**config.mk**
```make
export PLATFORM = sky130hd
export DESIGN_NAME = arce_ram
export DESIGN_NICKNAME = d
export VERILOG_FILES = /design/src/rtl/arce_ram.sv
export SDC_FILE = /design/constraint.sdc
export NUM_CORES = 2
export LEC_CHECK = 0
export ABC_CLOCK_PERIOD_IN_PS = 3100
export BUFFER_PORTS_ARGS = -buffer_cell sky130_fd_sc_hd__buf_2
export CAP_MARGIN = 25
export CELL_PAD_IN_SITES_DETAIL_PLACEMENT = 1
export CELL_PAD_IN_SITES_GLOBAL_PLACEMENT = 1
export CORE_MARGIN = 1
export CORE_UTILIZATION = 55
export DETAILED_ROUTE_END_ITERATION = 7
export GPL_TIMING_DRIVEN = 0
export PLACE_DENSITY_LB_ADDON = 0.2
export SYNTH_ARGS = -nofsm -noshare
export SYNTH_HDL_FRONTEND = slang
export SYNTH_SLANG_ARGS = --single-unit
```
**constraint.sdc**
```tcl
create_clock -name clk_i -period 3.1 [get_ports clk_i]
set_input_delay 0.31 -clock clk_i [delete_from_list [all_inputs] [get_ports clk_i]]
set_output_delay 0.31 -clock clk_i [all_outputs]
set_load 0.05 [all_outputs]
```
**src/rtl/arce_ram.sv**
```systemverilog
`default_nettype none

module arce_ram #(
  parameter int unsigned Width = 8,
  parameter int unsigned Depth = 256,
  localparam int unsigned AddrW = $clog2(Depth)
) (
  input  logic             clk_i,
  input  logic             we_i,
  input  logic [AddrW-1:0] waddr_i,
  input  logic [Width-1:0] wdata_i,
  input  logic [AddrW-1:0] raddr_i,
  output logic [Width-1:0] rdata_o
);

  logic [Width-1:0] mem_q [Depth];
  logic [Width-1:0] rdata_q;

  always_ff @(posedge clk_i) begin
    if (we_i) begin
      mem_q[waddr_i] <= wdata_i;
    end
    rdata_q <= mem_q[raddr_i];
  end

  assign rdata_o = rdata_q;

endmodule

`default_nettype wire

```
==> reports/metrics.csv <==
stage;metric;value;unit
placement;place_congestion;0.925;
worst_setup_path;rr_endpoint;rdata_o[6];
hold_path;min_from;wdata_i[0];
timing;slew_violations;0;
synth;synth.avg_cell_area;21.3;µm²
floorplanning;io_pins;34;
pwr;p_leak;0.0279;µW
pwr;pwr-share-comb;6.0;%
finish;area_growth;13.2;%
placement;portBuffers;26;
synth;dominantRegCellSynth;edfxtp_1;
finish;mostFrequentLayoutCell;edfxtp_1;
global_routing;grt_max_degree;149;
synth;synth_top_family_by_area;multiplexers;
synth;synth-seq-cells;2056;
synth;yosys_warnings;0;
flow_run;drv_cap;0;
pwr;ir_drop;0.526;mV
worst_setup_path;cp_common_cell;nor2_1;
cts;insertion_delay;0.85;ns
cts;cts-buffers-inserted;202;
finish;mostFrequentLayoutCells;edfxtp_1 (2,048), mux4_2 (454), nor2_1 (248);
cts;htree_levels;4;
timing;max_freq;0.302;GHz
pwr;p_sw;13100;µW
timing;setup_viol;112;
floorplanning;dieHeight;382;µm
synth;synth_cell_type_count;55;
detailed_routing;post-route-drc-count;0;
worst_setup_path;regToRegSetupSlack;0.14;ns
pwr;pwr-share-clk;41.7;%
synth;synth_area;79600;µm²
floorplanning;die_x;382;µm
worst_setup_path;cp.required;3.56;ns
global_routing;grt_pass1_vias;43000;
detailed_routing;num_vias;42600;
worst_setup_path;timing.rr.start;mem_q[64][6];
detailed_routing;wl_per_cell;41.5;µm
global_routing;grt_util_all_layers;35.0;%
worst_setup_path;worstPathArrival;3.77;ns
cts;clockBufferDepth;3;
synth;synth_edf_count;2048;
worst_setup_path;slowest_delay;0.85;ns
floorplanning;start_util;55.4;%
finish;drive_above_1_share;24.6;%
cts;clkTransAtPathRegs;0.06;ns
floorplanning;rows;139;
synth;synth_top_area_cell;edfxtp_1;
finish;fin_util;62.7;%
worst_setup_path;cp_max_fo;10;
pwr;powerDensity;651;nW/µm²
worst_setup_path;cp_cell_sequence;clkbuf_1 > nor2_1 > nand4_1 > clkbuf_2 > nor2_1;
worst_setup_path;critPathKind;in -> reg;
placement;dp_hpwl;167000;µm
timing;finalHoldViolCount;7;
pwr;power_frac_seq;52.3;%
cts;cts_tree;built;
pwr;intPower;45500;µW
worst_setup_path;endpoint_kind;flop;
timing;layout_setup_ws;-0.214;ns
synth;synthXorXnorAreaFrac;0;%
hold_path;min_path_cells;1;
worst_setup_path;startpoint_type;input port;
run_status;status;finished with violations;
synth;muxShareOfSynthArea;14.6;%
detailed_routing;dr.pass1.iters;8;
timing;slew_headroom;24.1;%
floorplanning;dieArea;146000;µm²
synth;yosysSeqAreaShare;77.5;%
synth;synth_fp_nets;3759;
timing;finClkSkew;0.0276;ns
timing;rsz0062_at_grt;yes;
finish;nNetsFinal;4058;
floorplanning;core;143000;µm²
synth;synth_adder_area_share;0;%
worst_setup_path;cpMaxStageDelayCell;nand4_1;
cts;clock_sinks;2056;
detailed_routing;drt_iter0_drc;6699;
timing;holdWs;-0.0305;ns
hold_path;hp-class;in -> reg;
global_routing;antenna_found_initial;16;
detailed_routing;ant_nets;0;
synth;postSynthCellCount;3733;
synth;yosys.area.top_type_share;77.3;%
synth;synth-async-reset-ratio;0;%
run_status;violations;negative hold slack, negative setup slack;
timing;finalCriticalPeriod;3.31;ns
timing;finalCritPeriodShare;107;%
global_routing;grt.overflow.total;0;
synth;synth_compound_area_share;3.42;%
detailed_routing;wl;253000;µm
synth;synthTopCellsByArea;edfxtp_1 (77%), mux4_2 (13%), mux2i_1 (1.7%);
timing;tightest_slew;1.13;ns
synth;synth-simple-area-share;2.63;%
global_routing;grt_first_pass_wirelength;345000;µm
hold_path;min_to;mem_q[215][0];
pwr;swShare;22.4;%
worst_setup_path;reg2regPathDepth;6;
detailed_routing;viasPerCell;6.98;
cts;cts_root_buf;clkbuf_16;
[synthesized netlist by cell type (16+ instances only)]
library cell  count
o22ai_1          28
buf_2            31
a21oi_1          96
nor4_1           24
o221ai_1         46
buf_1            22
mux2i_1         134
clkbuf_1        111
nor2_1          282
buf_4            27
edfxtp_1       2048
a211oi_1         16
buf_6            21
nand3_1          34
nor3_1           22
mux4_2          454
nand2_1          33
nor2b_1          31
a22oi_1         133
[critical path, delay by kind of cell]
family / cells / cell delay, ns
buffers and inverters: 2 / 1.08
and+or+nand+nor: 3 / 2.35
[state kept, by name (all words and copies together), names as in the netlist]
register,cells
mem_q,2048
rdata_o,8
[through the flow]
| stage | power [µW] | TNS (ns) | setup slack, ns | cells | cell area [µm²] |
|---|---|---|---|---|---|
| after global placement | 34500 | -3906.63 | -2.48 | 5662 | 82100 |
| after global routing | 59500 | -2.64 | -0.0941 | 6108 | 90000 |
| after floorplan | 32800 | 0 | 0.852 | 3733 | 79600 |
| after CTS | 58500 | -0.0135 | -0.0135 | 6093 | 89800 |
| after detailed placement | 34600 | -599.60 | -1.66 | 5713 | 83100 |
| final | 58600 | -13.89 | -0.214 | 6111 | 90000 |
[cells by family (layout without fill, tap and decap cells)]
kind of cell           Yosys count  in the layout
DFF                           2056           2056
and+or+nand+nor                466            466
muxes                          591            591
other                            0              3
buffers and inverters          235            707
AOI/OAI and AO/OA              385            385
[area by class of cell]
class / instances / area, µm²
Timing Repair Buffer: 96 / 1220
Clock buffer: 259 / 5310
Fill cell: 11700 / 53500
Antenna cell: 3 / 7.51
Multi-Input combinational cell: 1442 / 16800
Buffer: 232 / 1510
Tap cell: 1903 / 2380
Sequential cell: 2056 / 61700
Clock inverter: 118 / 1180
Inverter: 2 / 7.51
[worst max-delay path by stage]
stage	from	to	slack, ns	cells after the start
6_report	waddr_i[0]	mem_q[188][1]	-0.21	5
5_1_grt	waddr_i[1]	mem_q[188][6]	-0.09	5
2_1_floorplan	raddr_i[0]	rdata_o[2]	0.85	9
3_5_place_dp	raddr_i[4]	rdata_o[1]	-1.66	8
4_1_cts	raddr_i[2]	rdata_o[1]	-0.01	9
3_3_place_gp	raddr_i[1]	rdata_o[0]	-2.48	9
[metal layers]
metal	wire (µm)	track usage, %
met1	92100	47.5
met2	117000	53.0
met3	29900	8.90
met4	14800	18.0
met5	76	0
[repair_timing]
action | CTS | global route
hold buffers | 3 | 0
pin swaps | 0 | 1
hold endpoints to repair | 132 | 0
gates cloned | 0 | 0
setup buffers | 0 | 6
gates resized for setup | 58 | 29
setup endpoints to repair | 86 | 323
[power groups by stage]
stage | registers (µW) | logic (µW) | clock network, µW
after floorplan | 31300 | 1490 | 0
after global placement | 31400 | 3130 | 0
after detailed placement | 31300 | 3320 | 0
after CTS | 30700 | 3390 | 24500
after global routing | 30700 | 3520 | 25300
final | 30700 | 3490 | 24400
Power figures use the tool's default switching activity.
